===== config.mk =====
export PLATFORM = sky130hd
export DESIGN_NAME = decimal_string_to_uint64_top_flat
export DESIGN_NICKNAME = d
export VERILOG_FILES = /design/src/dsu_pkg.sv /design/src/dsu_req_if.sv /design/src/dsu_rsp_if.sv /design/src/dsu_parse.sv /design/src/decimal_string_to_uint64_top.sv /design/src/flat_wrapper.sv
export VERILOG_INCLUDE_DIRS = /design/src /design/src/src
export SDC_FILE = /design/constraint.sdc
export NUM_CORES = 1
export LEC_CHECK = 0
export ABC_AREA = 0
export CAP_MARGIN = 20
export CORE_MARGIN = 3
export CORE_UTILIZATION = 55
export CTS_CLUSTER_DIAMETER = 30
export DETAILED_ROUTE_END_ITERATION = 8
export DONT_BUFFER_PORTS = 1
export PLACE_DENSITY_LB_ADDON = 0.05
export SLEW_MARGIN = 40
export SYNTH_ARGS = -nofsm -noshare
export SYNTH_HDL_FRONTEND = slang
export SYNTH_HIERARCHICAL = 1
export SYNTH_SLANG_ARGS = --single-unit
export TNS_END_PERCENT = 100

===== constraint.sdc =====
create_clock -name clock -period 5.1 [get_ports clock]
set_clock_uncertainty 0.05 [all_clocks]
set_input_delay 1.02 -clock clock [delete_from_list [all_inputs] [get_ports clock]]
set_output_delay 1.02 -clock clock [all_outputs]
set_load 0.01 [all_outputs]

===== src/decimal_string_to_uint64_top_assert.svh =====
// Assertion macros used by the decimal string converter parse module.
`ifndef DECIMAL_STRING_TO_UINT64_TOP_ASSERT_SVH
`define DECIMAL_STRING_TO_UINT64_TOP_ASSERT_SVH

// Check that a condition holds in the same cycle as its trigger.
`define DSU_ASSERT_SAME(lbl, clk, rst, ante, cons) \
   lbl: assert property (@(posedge clk) disable iff (rst) (ante) |-> (cons)) \
      else $error("dsu assertion failed");

// Check that a condition holds in the cycle after its trigger.
`define DSU_ASSERT_NEXT(lbl, clk, rst, ante, cons) \
   lbl: assert property (@(posedge clk) disable iff (rst) (ante) |=> (cons)) \
      else $error("dsu assertion failed");

`endif


===== src/dsu_pkg.sv =====
// Package: widths, character codes, limits and payload types of the decimal converter.
package dsu_pkg;

   localparam int CHAR_W  = 8;
   localparam int VALUE_W = 64;
   localparam int COUNT_W = 5;
   localparam int DIGIT_W = 4;

   localparam logic [COUNT_W-1:0] MAX_DIGITS       = 5'd20;
   localparam logic [COUNT_W-1:0] LAST_DIGIT_SLOT  = 5'd19;
   localparam logic [VALUE_W-1:0] LIMIT_PREFIX     = 64'd1844674407370955161;
   localparam logic [DIGIT_W-1:0] LIMIT_LAST_DIGIT = 4'd5;

   localparam logic [CHAR_W-1:0] CHAR_ZERO = 8'h30;
   localparam logic [CHAR_W-1:0] CHAR_NINE = 8'h39;
   localparam logic [CHAR_W-1:0] CHAR_PLUS = 8'h2B;

   typedef struct packed {
      logic [CHAR_W-1:0] character;
      logic              last_char;
      logic              empty_string;
   } item_type;

   typedef struct packed {
      logic               is_valid;
      logic [VALUE_W-1:0] parsed_value;
   } result_type;

endpackage


===== src/dsu_req_if.sv =====
// Interface: input character channel with valid/ready handshake.
interface dsu_req_if;
   logic                        valid;
   logic                        ready;
   logic [dsu_pkg::CHAR_W-1:0]  character;
   logic                        last_char;
   logic                        empty_string;

   modport source (output valid, character, last_char, empty_string, input ready);
   modport sink   (input valid, character, last_char, empty_string, output ready);
endinterface


===== src/dsu_rsp_if.sv =====
// Interface: result channel with valid/ready handshake.
interface dsu_rsp_if;
   logic                         valid;
   logic                         ready;
   logic                         is_valid;
   logic [dsu_pkg::VALUE_W-1:0]  parsed_value;

   modport source (output valid, is_valid, parsed_value, input ready);
   modport sink   (input valid, is_valid, parsed_value, output ready);
endinterface


===== src/dsu_parse.sv =====
// Parse state and per-character update: running value, digit count and failure flag.
module dsu_parse (
   input  logic                clock,
   input  logic                reset,
   input  logic                step,
   input  dsu_pkg::item_type   item,
   output logic                closes,
   output dsu_pkg::result_type result
);

   `include "decimal_string_to_uint64_top_assert.svh"

   logic [dsu_pkg::VALUE_W-1:0] acc_ff, acc_in;
   logic [dsu_pkg::COUNT_W-1:0] count_ff, count_in;
   logic                        at_start_ff, at_start_in;
   logic                        failed_ff, failed_in;

   logic [dsu_pkg::VALUE_W-1:0] acc_next;
   logic [dsu_pkg::COUNT_W-1:0] count_next;
   logic                        failed_next;
   logic [dsu_pkg::DIGIT_W-1:0] digit;
   logic                        is_digit;
   logic                        skip_plus;
   logic                        overflow;
   logic                        reject;
   logic                        take;
   logic                        ok;

   // Classify the character
   assign is_digit  = (item.character >= dsu_pkg::CHAR_ZERO) &&
                      (item.character <= dsu_pkg::CHAR_NINE);
   assign digit     = item.character[dsu_pkg::DIGIT_W-1:0];
   assign skip_plus = at_start_ff && (item.character == dsu_pkg::CHAR_PLUS);

   // Check the twentieth digit against the 64-bit limit
   assign overflow = (count_ff == dsu_pkg::LAST_DIGIT_SLOT) &&
                     ((acc_ff > dsu_pkg::LIMIT_PREFIX) ||
                      ((acc_ff == dsu_pkg::LIMIT_PREFIX) &&
                       (digit > dsu_pkg::LIMIT_LAST_DIGIT)));
   assign reject = !is_digit || (count_ff >= dsu_pkg::MAX_DIGITS) || overflow;
   assign take   = !failed_ff && !skip_plus && !reject;

   // Multiply by ten with shifts and add the new digit
   assign acc_next    = take ? ((acc_ff << 3) + (acc_ff << 1) +
                                dsu_pkg::VALUE_W'(digit)) : acc_ff;
   assign count_next  = take ? (count_ff + dsu_pkg::COUNT_W'(1)) : count_ff;
   assign failed_next = failed_ff || (!skip_plus && reject);

   // Form the result of a closing item
   assign closes = item.empty_string || item.last_char;
   assign ok     = !item.empty_string && !failed_next &&
                   (count_next != dsu_pkg::COUNT_W'(0));
   assign result.is_valid     = ok;
   assign result.parsed_value = ok ? acc_next : dsu_pkg::VALUE_W'(0);

   // Advance or clear the string state
   always_comb begin
      acc_in      = acc_ff;
      count_in    = count_ff;
      at_start_in = at_start_ff;
      failed_in   = failed_ff;
      if (step) begin
         if (closes) begin
            acc_in      = '0;
            count_in    = '0;
            at_start_in = 1'b1;
            failed_in   = 1'b0;
         end else begin
            acc_in      = acc_next;
            count_in    = count_next;
            at_start_in = 1'b0;
            failed_in   = failed_next;
         end
      end
   end

   always_ff @(posedge clock) begin
      if (reset) begin
         acc_ff      <= '0;
         count_ff    <= '0;
         at_start_ff <= 1'b1;
         failed_ff   <= 1'b0;
      end else begin
         acc_ff      <= acc_in;
         count_ff    <= count_in;
         at_start_ff <= at_start_in;
         failed_ff   <= failed_in;
      end
   end

   `DSU_ASSERT_NEXT(a_close_clears, clock, reset, step && closes,
                    at_start_ff && !failed_ff && (count_ff == '0) && (acc_ff == '0))
   `DSU_ASSERT_NEXT(a_count_saturates, clock, reset,
                    step && !closes && (count_ff == dsu_pkg::MAX_DIGITS),
                    (count_ff == dsu_pkg::MAX_DIGITS) && $stable(acc_ff))
   `DSU_ASSERT_SAME(a_failed_never_valid, clock, reset, failed_ff, !result.is_valid)

endmodule


===== src/decimal_string_to_uint64_top.sv =====
// Path: a closing character is held in the input register, then its result is loaded into
// the result register and offered there; the multiply-by-ten-and-add of the running value
// and the 20th-digit limit compare are combinational between the two registers.
// Rate: one character per cycle while no closing character waits.
// A closing character waits only while an untransferred result holds the result register.
// Reset (synchronous, active high) empties both registers and returns the parse state
// to the start of a string; any partly received string is dropped.
module decimal_string_to_uint64_top (
   input  logic      clock,
   input  logic      reset,
   dsu_req_if.sink   req_if,
   dsu_rsp_if.source rsp_if
);

   logic                in_valid_ff;
   dsu_pkg::item_type   in_item_ff;
   logic                rsp_valid_ff;
   dsu_pkg::result_type rsp_result_ff;

   logic                closes;
   logic                out_free;
   logic                step;
   dsu_pkg::result_type result;

   // Advance the input register when it is empty or its item moves on
   assign out_free     = !rsp_valid_ff || rsp_if.ready;
   assign step         = in_valid_ff && (!closes || out_free);
   assign req_if.ready = !in_valid_ff || step;

   always_ff @(posedge clock) begin
      if (reset) begin
         in_valid_ff <= 1'b0;
      end else if (req_if.ready) begin
         in_valid_ff <= req_if.valid;
      end
   end

   // Hold the payload of the accepted transfer
   always_ff @(posedge clock) begin
      if (req_if.valid && req_if.ready) begin
         in_item_ff.character    <= req_if.character;
         in_item_ff.last_char    <= req_if.last_char;
         in_item_ff.empty_string <= req_if.empty_string;
      end
   end

   dsu_parse u_parse (
      .clock  (clock),
      .reset  (reset),
      .step   (step),
      .item   (in_item_ff),
      .closes (closes),
      .result (result)
   );

   // Load the result register on a closing item, drop it once transferred
   always_ff @(posedge clock) begin
      if (reset) begin
         rsp_valid_ff <= 1'b0;
      end else if (step && closes) begin
         rsp_valid_ff <= 1'b1;
      end else if (rsp_if.ready) begin
         rsp_valid_ff <= 1'b0;
      end
   end

   always_ff @(posedge clock) begin
      if (step && closes) begin
         rsp_result_ff <= result;
      end
   end

   assign rsp_if.valid        = rsp_valid_ff;
   assign rsp_if.is_valid     = rsp_result_ff.is_valid;
   assign rsp_if.parsed_value = rsp_result_ff.parsed_value;

endmodule

===== src/flat_wrapper.sv =====
// flat-port wrapper written by rule: the top's interface ports become plain ports
module decimal_string_to_uint64_top_flat 
  (clock, reset, req_if_valid, req_if_character, req_if_last_char, req_if_empty_string, req_if_ready, rsp_if_valid, rsp_if_is_valid, rsp_if_parsed_value, rsp_if_ready);
  dsu_req_if req_if_i ();
  dsu_rsp_if rsp_if_i ();
  input  logic clock;
  input  logic reset;
  input wire logic [$bits(req_if_i.valid)-1:0] req_if_valid;
  input wire logic [$bits(req_if_i.character)-1:0] req_if_character;
  input wire logic [$bits(req_if_i.last_char)-1:0] req_if_last_char;
  input wire logic [$bits(req_if_i.empty_string)-1:0] req_if_empty_string;
  output wire logic [$bits(req_if_i.ready)-1:0] req_if_ready;
  output wire logic [$bits(rsp_if_i.valid)-1:0] rsp_if_valid;
  output wire logic [$bits(rsp_if_i.is_valid)-1:0] rsp_if_is_valid;
  output wire logic [$bits(rsp_if_i.parsed_value)-1:0] rsp_if_parsed_value;
  input wire logic [$bits(rsp_if_i.ready)-1:0] rsp_if_ready;
  assign req_if_i.valid = req_if_valid;
  assign req_if_i.character = req_if_character;
  assign req_if_i.last_char = req_if_last_char;
  assign req_if_i.empty_string = req_if_empty_string;
  assign req_if_ready = req_if_i.ready;
  assign rsp_if_valid = rsp_if_i.valid;
  assign rsp_if_is_valid = rsp_if_i.is_valid;
  assign rsp_if_parsed_value = rsp_if_i.parsed_value;
  assign rsp_if_i.ready = rsp_if_ready;
  decimal_string_to_uint64_top u_core (.clock(clock), .reset(reset), .req_if(req_if_i), .rsp_if(rsp_if_i));
endmodule

==> metrics.txt, run 1 <==
# TYPE chip_impl_metric gauge
chip_impl_metric{name="detail_route.wirelength",unit="microns"} 28300
chip_impl_metric{name="period_minus_slack",unit="ns"} 3.99
chip_impl_info{name="reg2reg_from",value="u_core/in_item_ff[5]$_DFFE_PP_"} 1
chip_impl_metric{name="drt_iter0_markers",unit=""} 859
chip_impl_metric{name="synth_edf_count",unit=""} 75
chip_impl_metric{name="p_seq_frac",unit=""} 0.481
chip_impl_metric{name="synth-seq-cells",unit=""} 148
chip_impl_info{name="route.top_layer_used",value="met4"} 1
chip_impl_info{name="end_kind",value="register"} 1
chip_impl_metric{name="synth.yosys.seq_area_share",unit=""} 0.344
chip_impl_metric{name="report.final.hold_viol_count",unit=""} 0
chip_impl_metric{name="power.clock.fraction",unit=""} 0.490
chip_impl_info{name="cp-start-kind",value="register"} 1
chip_impl_metric{name="antenna-diode-count",unit=""} 0
chip_impl_metric{name="grt_antenna_before_repair",unit=""} 0
chip_impl_metric{name="power_density",unit="nW/um^2"} 231
chip_impl_metric{name="design.final.nets",unit=""} 1317
chip_impl_metric{name="detail_route.first_pass.iterations",unit=""} 7
chip_impl_metric{name="met3RoutedLength",unit="microns"} 1940
chip_impl_info{name="synth_flop_cell",value="edfxtp_1"} 1
chip_impl_metric{name="numClockSinks",unit=""} 148
chip_impl_metric{name="power.static_leakage",unit="nW"} 5.11
chip_impl_metric{name="met1_layer_wirelength_in_the_final_routing",unit="microns"} 13500
chip_impl_metric{name="tightestPinTransition",unit="ns"} 0.745
chip_impl_metric{name="io_pins",unit=""} 81
chip_impl_info{name="grt_setup_unrepaired",value="false"} 1
chip_impl_metric{name="vias_in_the_first_global_route",unit=""} 8527
chip_impl_metric{name="synthToLayoutAreaGrowth",unit="%"} 7.30
chip_impl_metric{name="design.die.area",unit="sq um"} 21400
chip_impl_metric{name="worst_ep_arrival_time",unit="ns"} 4.09
chip_impl_metric{name="period_share",unit=""} 0.782
chip_impl_metric{name="post_synth_inst_count",unit=""} 1204
chip_impl_metric{name="power_switching_share",unit=""} 0.230
chip_impl_metric{name="fp.dieW",unit="microns"} 146
chip_impl_metric{name="final_max_slew_viols",unit=""} 0
chip_impl_metric{name="grt_max_degree",unit=""} 51
chip_impl_metric{name="drtAntennaViolNets",unit=""} 0
chip_impl_metric{name="start_util",unit=""} 0.568
chip_impl_metric{name="post_cts.repair.setup_buffers",unit=""} 0
chip_impl_metric{name="layout_cell_share_with_drive_strength_beyond_1",unit=""} 0.0597
chip_impl_metric{name="yosys.cell_types.count",unit=""} 76
chip_impl_metric{name="intPower",unit="W"} 0.00206
chip_impl_metric{name="p_comb_frac",unit=""} 0.029
chip_impl_info{name="hold_class",value="register to register"} 1
chip_impl_metric{name="std_cell_rows",unit=""} 50
chip_impl_info{name="timing.hold.worst.start",value="u_core/u_parse/at_start_ff$_SDFFE_PP1P_"} 1
chip_impl_metric{name="reg2reg_depth",unit=""} 13
chip_impl_info{name="final_cell_mix",value="nor2_1, ha_1, a21oi_1"} 1
chip_impl_metric{name="switching_power",unit="W"} 0.000616
chip_impl_metric{name="sequential_cell_area",unit="sq um"} 3710
chip_impl_info{name="reg2reg_to",value="u_core/rsp_if.parsed_value[58]$_DFFE_PP_"} 1
chip_impl_info{name="run_status",value="complete, no violations"} 1
chip_impl_metric{name="coreArea",unit="sq um"} 19000
chip_impl_metric{name="number_of_cts_inserted_buffers",unit=""} 17
chip_impl_metric{name="crit_fanout",unit=""} 5
chip_impl_info{name="worstHoldEndpoint",value="u_core/u_parse/at_start_ff$_SDFFE_PP1P_"} 1
chip_impl_metric{name="cts.clk_slew.worst_paths",unit="ns"} 0.06
chip_impl_info{name="tritoncts",value="built"} 1
chip_impl_metric{name="multiInputGateArea",unit="sq um"} 6720
chip_impl_metric{name="drt_drc_violations_left",unit=""} 0
chip_impl_metric{name="detail_route.wl_per_cell",unit="microns"} 19.5
chip_impl_metric{name="whs_path_depth",unit=""} 2
chip_impl_metric{name="r2r_setup_slack",unit="ns"} 1.11
chip_impl_metric{name="final_area",unit="sq um"} 11600
chip_impl_metric{name="die_height",unit="microns"} 146
chip_impl_metric{name="worst_slew_margin_rel",unit=""} 0.502
chip_impl_metric{name="dpl.hpwl",unit="microns"} 21100
chip_impl_metric{name="clkLatencyLatePin",unit="ns"} 0.44
chip_impl_metric{name="synth.avg_cell_area",unit="sq um"} 8.97
chip_impl_metric{name="fmaxAchievable",unit="GHz"} 0.251
chip_impl_metric{name="global_route.usage.total",unit=""} 0.264
chip_impl_metric{name="maxCapViolCount",unit=""} 0
chip_impl_metric{name="viasPerCell",unit=""} 6.27
chip_impl_metric{name="globalplace.congestion",unit=""} 0.966
chip_impl_metric{name="finalSetupTns",unit="ns"} 0
chip_impl_metric{name="finalSetupViolCount",unit=""} 0
chip_impl_metric{name="ctsLongestPathBuffers",unit=""} 2
chip_impl_metric{name="net_count_after_synthesis",unit=""} 1344
chip_impl_info{name="timing_worst_setup_path_type",value="register to register"} 1
chip_impl_metric{name="grt.overflow.total",unit=""} 0
chip_impl_metric{name="met2WireLength",unit="microns"} 12300
chip_impl_metric{name="synthArstFlopShare",unit=""} 0
chip_impl_metric{name="cts.repair.resized",unit=""} 0
chip_impl_metric{name="synth.cell_area",unit="sq um"} 10800
chip_impl_metric{name="ir_drop_worst_vdd",unit="mV"} 0.235
chip_impl_metric{name="dr_total_vias",unit=""} 9096
chip_impl_metric{name="h-tree-depth",unit=""} 4
chip_impl_metric{name="synthesis.yosys.warnings",unit=""} 6
chip_impl_metric{name="numPortBuffers",unit=""} 0
chip_impl_metric{name="global_route_wire_length_before_repair",unit="microns"} 45700
chip_impl_info{name="mostFrequentLayoutCell",value="nor2_1"} 1
chip_impl_metric{name="n_fill_cell",unit=""} 1691
chip_impl_metric{name="placedInstanceArea",unit="sq um"} 11000
chip_impl_metric{name="hold_buffers",unit=""} 0
chip_impl_metric{name="design_power_total",unit="W"} 0.00268
chip_impl_info{name="cts.root.buffer_cell",value="clkbuf_16"} 1
chip_impl_metric{name="crit_required",unit="ns"} 5.20
## cell type report
type | instances | area share
timing repair buffer | 12 | 0.00950
multi-input combinational | 967 | 0.580
clock inverter | 15 | 0.0153
inverter | 31 | 0.0100
clock buffer | 17 | 0.0367
tap | 260 | 0.0281
sequential | 148 | 0.320
## layer usage
metal,track usage,up-vias
li1,-,4403
met1,0.374,4357
met2,0.408,303
met3,0.0689,33
met4,0.0602,0
met5,0,-
## flip-flops by register name (all words and copies together) (netlist names)
name,cells
u_core/rsp_if.is_valid,1
u_core/in_item_ff,10
u_core/u_parse/acc_ff,64
u_core/u_parse/at_start_ff,1
u_core/rsp_if.parsed_value,64
u_core/in_valid_ff,1
u_core/u_parse/failed_ff,1
u_core/u_parse/count_ff,5
u_core/rsp_if.valid,1
## through the flow
step | hold WS [ns] | utilization | instances | worst slack, ns
5_1_grt | 0.511 | 0.609 | 1450 | 0.928
2_1_floorplan | 0.398 | - | 1204 | 0.639
3_3_place_gp | 0.421 | 0.577 | 1417 | 1.27
3_5_place_dp | 0.427 | 0.578 | 1418 | 1.18
4_1_cts | 0.447 | 0.609 | 1450 | 1.17
6_report | 0.455 | 0.609 | 1450 | 1.11
## worst max path at each step
stage / startpoint / end / slack [ns]
6_report: u_core/in_item_ff[5]$_DFFE_PP_ / u_core/rsp_if.parsed_value[58]$_DFFE_PP_ / 1.11
5_1_grt: u_core/in_item_ff[5]$_DFFE_PP_ / u_core/rsp_if.parsed_value[58]$_DFFE_PP_ / 0.93
3_5_place_dp: u_core/in_item_ff[5]$_DFFE_PP_ / u_core/rsp_if.parsed_value[58]$_DFFE_PP_ / 1.18
3_3_place_gp: u_core/in_item_ff[5]$_DFFE_PP_ / u_core/rsp_if.parsed_value[58]$_DFFE_PP_ / 1.27
2_1_floorplan: rsp_if_ready / u_core/rsp_if.is_valid$_DFFE_PP_ / 0.64
4_1_cts: u_core/in_item_ff[5]$_DFFE_PP_ / u_core/rsp_if.parsed_value[58]$_DFFE_PP_ / 1.17
## cell usage after synthesis, types with 5 or more instances
| cell | count | area share |
|---|---|---|
| nor2_1 | 170 | 0.059 |
| ha_1 | 124 | 0.14 |
| a21oi_1 | 114 | 0.053 |
| nand2_1 | 84 | 0.029 |
| edfxtp_1 | 75 | 0.21 |
| dfxtp_1 | 73 | 0.14 |
| o21ai_0 | 65 | 0.030 |
| mux2i_1 | 51 | 0.047 |
| xnor2_1 | 35 | 0.028 |
| a21o_1 | 30 | 0.021 |
| inv_1 | 30 | 0.010 |
| buf_2 | 25 | 0.012 |
| clkbuf_1 | 25 | 0.0087 |
| nand4_1 | 25 | 0.014 |
| nor3_1 | 25 | 0.012 |
| xor2_1 | 25 | 0.020 |
| a22o_1 | 21 | 0.017 |
| a22oi_1 | 20 | 0.014 |
| nand3_1 | 13 | 0.0060 |
| a211oi_1 | 12 | 0.0083 |
| nor2b_1 | 12 | 0.0069 |
| nor4_1 | 9 | 0.0052 |
| o211ai_1 | 8 | 0.0056 |
| o21a_1 | 8 | 0.0056 |
| or3_1 | 7 | 0.0041 |
| a31oi_1 | 6 | 0.0035 |
| and3_1 | 6 | 0.0035 |
| o21bai_1 | 6 | 0.0042 |
| nand2b_1 | 5 | 0.0029 |
| o21ai_1 | 5 | 0.0023 |
## logic make-up (layout without fill, tap and decap cells)
family          after synthesis  in the layout  synth area share
simple gates                384            384             0.165
buf+inv                      89             75            0.0363
compound gates              346            346             0.212
xor+xnor                     60             60            0.0486
fa+ha+maj                   126            126             0.147
flops                       148            148             0.344
mux                          51             51            0.0473
## worst max-delay path, stage by stage (launching register included)
cell      delay (ns)
edfxtp_1        0.45
fa_1            0.58
inv_1           0.06
fa_1            0.44
nand2b_1        0.18
a21o_1          0.18
a21oi_1         0.27
o31a_1          0.30
o21ai_1         0.15
o21ai_2         0.32
a31oi_1         0.19
o31ai_2         0.24
xnor2_1         0.18
a211oi_1        0.10
## power by group through the flow
stage | Sequential [W] | Clock (W) | Combinational (W)
3_5_place_dp | 0.00132 | 0 | 0.0000786
3_3_place_gp | 0.00132 | 0 | 0.0000754
5_1_grt | 0.00129 | 0.00140 | 0.0000851
6_report | 0.00129 | 0.00131 | 0.0000784
4_1_cts | 0.00129 | 0.00133 | 0.0000787
2_1_floorplan | 0.00131 | 0 | 0.0000589
Power figures use the tool's default switching activity.
==> run 2: changes to the inputs <==
- clock period: 5.1 -> 3.95 ns (I/O delays scaled with it)
==> run 2 against run 1 <==
Against the previous run:
- fmax is 6.8% higher
- register-to-register slack lost 0.90 ns
- via count rose by 1.2%
- first-iteration DRC count decreased by 20%
- critical path depth unchanged
- flip-flop and latch count is the same
- utilization is 0.81 points higher
- clock power increased by 31%
- power increased by 30%
- highest routed layer unchanged
- global-route usage up 1.1 points
==> metrics.txt, run 2 (same netlist as run 1, synthesis figures left out) <==
# TYPE chip_impl_metric gauge
chip_impl_metric{name="final_max_slew_viols",unit=""} 0
chip_impl_metric{name="design.final.nets",unit=""} 1332
chip_impl_metric{name="reg2reg_depth",unit=""} 13
chip_impl_metric{name="place_ws",unit="ns"} 0.0856
chip_impl_metric{name="numClockSinks",unit=""} 148
chip_impl_metric{name="final.setup.worst_slack",unit="ns"} 0.212
chip_impl_metric{name="fp.dieW",unit="microns"} 146
chip_impl_metric{name="holdWs",unit="ns"} 0.385
chip_impl_metric{name="detail_route.wirelength",unit="microns"} 29800
chip_impl_metric{name="coreArea",unit="sq um"} 19000
chip_impl_info{name="cts.root.buffer_cell",value="clkbuf_16"} 1
chip_impl_metric{name="detail_route.wl_per_cell",unit="microns"} 20.3
chip_impl_metric{name="vias_in_the_first_global_route",unit=""} 8816
chip_impl_metric{name="timing.critical_path.slowest_cell_delay",unit="ns"} 0.59
chip_impl_metric{name="period_share",unit=""} 0.946
chip_impl_info{name="final_cell_mix",value="nor2_1, ha_1, a21oi_1"} 1
chip_impl_info{name="cp_cell_sequence",value="fa_1, inv_1, fa_1, nand2b_1, a21o_1, a21oi_4, a21bo_2, o21ai_0, o21a_1, o21ai_2, xnor2_1, o21a_1, nor2_2"} 1
chip_impl_metric{name="grt_max_degree",unit=""} 58
chip_impl_metric{name="whs_path_depth",unit=""} 1
chip_impl_info{name="crit_slowest_cell",value="fa_1"} 1
chip_impl_metric{name="ir_drop_worst_vdd",unit="mV"} 0.282
chip_impl_metric{name="drt_iter0_markers",unit=""} 691
chip_impl_metric{name="worst_ep_arrival_time",unit="ns"} 3.87
chip_impl_metric{name="start_util",unit=""} 0.568
chip_impl_info{name="timing.hold.worst.start",value="reset"} 1
chip_impl_metric{name="antenna-diode-count",unit=""} 0
chip_impl_metric{name="fmaxAchievable",unit="GHz"} 0.268
chip_impl_metric{name="maxCapViolCount",unit=""} 0
chip_impl_metric{name="h-tree-depth",unit=""} 4
chip_impl_metric{name="period_minus_slack",unit="ns"} 3.74
chip_impl_metric{name="finalSetupViolCount",unit=""} 0
chip_impl_info{name="grt_setup_unrepaired",value="false"} 1
chip_impl_metric{name="design.die.area",unit="sq um"} 21400
chip_impl_info{name="reg2reg_to",value="u_core/rsp_if.parsed_value[48]$_DFFE_PP_"} 1
chip_impl_metric{name="grt_antenna_before_repair",unit=""} 0
chip_impl_info{name="worstHoldEndpoint",value="u_core/u_parse/acc_ff[0]$_SDFFE_PP0P_"} 1
chip_impl_metric{name="ctsLongestPathBuffers",unit=""} 2
chip_impl_metric{name="synthToLayoutAreaGrowth",unit="%"} 8.72
chip_impl_metric{name="std_cell_rows",unit=""} 50
chip_impl_info{name="mostFrequentLayoutCell",value="nor2_1"} 1
chip_impl_metric{name="number_of_cts_inserted_buffers",unit=""} 17
chip_impl_metric{name="globalplace.congestion",unit=""} 0.928
chip_impl_metric{name="grt.overflow.total",unit=""} 0
chip_impl_info{name="run_status",value="complete, no violations"} 1
chip_impl_metric{name="global_route.usage.total",unit=""} 0.276
chip_impl_metric{name="dpl.hpwl",unit="microns"} 22000
chip_impl_metric{name="layout_cell_share_with_drive_strength_beyond_1",unit=""} 0.0739
chip_impl_metric{name="drtAntennaViolNets",unit=""} 0
chip_impl_metric{name="clkLatencyLatePin",unit="ns"} 0.43
chip_impl_info{name="reg2reg_from",value="u_core/in_item_ff[5]$_DFFE_PP_"} 1
chip_impl_metric{name="hold_buffers",unit=""} 0
chip_impl_metric{name="io_pins",unit=""} 81
chip_impl_info{name="timing_worst_setup_path_type",value="register to register"} 1
chip_impl_info{name="tritoncts",value="built"} 1
chip_impl_metric{name="tightestPinTransition",unit="ns"} 0.628
chip_impl_metric{name="power_density",unit="nW/um^2"} 297
chip_impl_info{name="cp-start-kind",value="register"} 1
chip_impl_metric{name="r2r_setup_slack",unit="ns"} 0.21
chip_impl_metric{name="n_fill_cell",unit=""} 1682
chip_impl_info{name="end_kind",value="register"} 1
chip_impl_metric{name="crit_fanout",unit=""} 4
chip_impl_metric{name="cts.clk_slew.worst_paths",unit="ns"} 0.06
chip_impl_metric{name="numPlacedInstances",unit=""} 1430
chip_impl_metric{name="power.static_leakage",unit="nW"} 5.20
chip_impl_metric{name="finalSetupTns",unit="ns"} 0
chip_impl_metric{name="die_height",unit="microns"} 146
chip_impl_metric{name="crit_required",unit="ns"} 4.08
chip_impl_metric{name="dr_total_vias",unit=""} 9202
chip_impl_info{name="hold_class",value="input port to register"} 1
chip_impl_metric{name="viasPerCell",unit=""} 6.28
chip_impl_metric{name="worst_slew_margin_rel",unit=""} 0.577
chip_impl_metric{name="layoutNonFillerInstCount",unit=""} 1465
chip_impl_metric{name="report.final.hold_viol_count",unit=""} 0
chip_impl_metric{name="numPortBuffers",unit=""} 0
chip_impl_metric{name="global_route_wire_length_before_repair",unit="microns"} 47600
chip_impl_metric{name="drt_drc_violations_left",unit=""} 0
chip_impl_metric{name="detail_route.first_pass.iterations",unit=""} 5
-- run 2: worst max path at each step --
stage	from	end	slack (ns)	cells after the start
after floorplan	u_core/in_item_ff[5]$_DFFE_PP_	u_core/rsp_if.parsed_value[58]$_DFFE_PP_	0.53	13
after global placement	u_core/in_item_ff[5]$_DFFE_PP_	u_core/rsp_if.parsed_value[58]$_DFFE_PP_	0.26	13
after detailed placement	u_core/in_item_ff[5]$_DFFE_PP_	u_core/rsp_if.parsed_value[58]$_DFFE_PP_	0.09	13
after CTS	u_core/in_item_ff[5]$_DFFE_PP_	u_core/rsp_if.parsed_value[58]$_DFFE_PP_	0.08	13
after global routing	u_core/u_parse/acc_ff[15]$_SDFFE_PP0P_	u_core/rsp_if.parsed_value[55]$_DFFE_PP_	0.03	14
final	u_core/in_item_ff[5]$_DFFE_PP_	u_core/rsp_if.parsed_value[48]$_DFFE_PP_	0.21	13
-- run 2: final cells by class --
class	instances	area [sq um]	area share
clock buffer	19	443	0.0377
clock inverter	13	170	0.0145
inverter	31	116	0.00991
multi-input combinational	967	6740	0.574
sequential	148	3710	0.316
tap	260	325	0.0277
timing repair buffer	27	240	0.0205
-- run 2: per-layer routing --
metal	vias to the layer above	wire, microns	GRT usage
met5	-	0	0
li1	4433	-	-
met2	253	13600	0.437
met3	39	1620	0.0630
met4	0	626	0.0724
met1	4477	13900	0.382
-- run 2: timing repair --
item / 4_1_cts / 5_1_grt
gates resized for setup: 0 / 3
setup endpoints to repair: 0 / 12
buffers inserted: 0 / 3
-- run 2: per-stage QoR --
stage / utilization / total power (W) / cell area [sq um]
finish: 0.618 / 0.00349 / 11700
global route: 0.618 / 0.00359 / 11700
CTS: 0.616 / 0.00352 / 11700
detailed placement: 0.583 / 0.00181 / 11100
global placement: 0.583 / 0.00180 / 11100
floorplan: - / 0.00177 / 10800
-- run 2: worst max-delay path, delay by kind of cell (launching register included) --
kind                       cells  cell delay (ns)
DFF                            1             0.45
adders and majority gates      2             1.05
and+or+nand+nor                2             0.23
buffers and inverters          1             0.07
xor gates and xnor gates       1             0.16
AOI/OAI and AO/OA              7             1.49
-- run 2: power by group --
part	internal, W	total, W	switching (W)
logic	0.0000302	0.000107	0.0000766
clock network	0.00102	0.00172	0.000696
registers	0.00164	0.00167	0.0000257
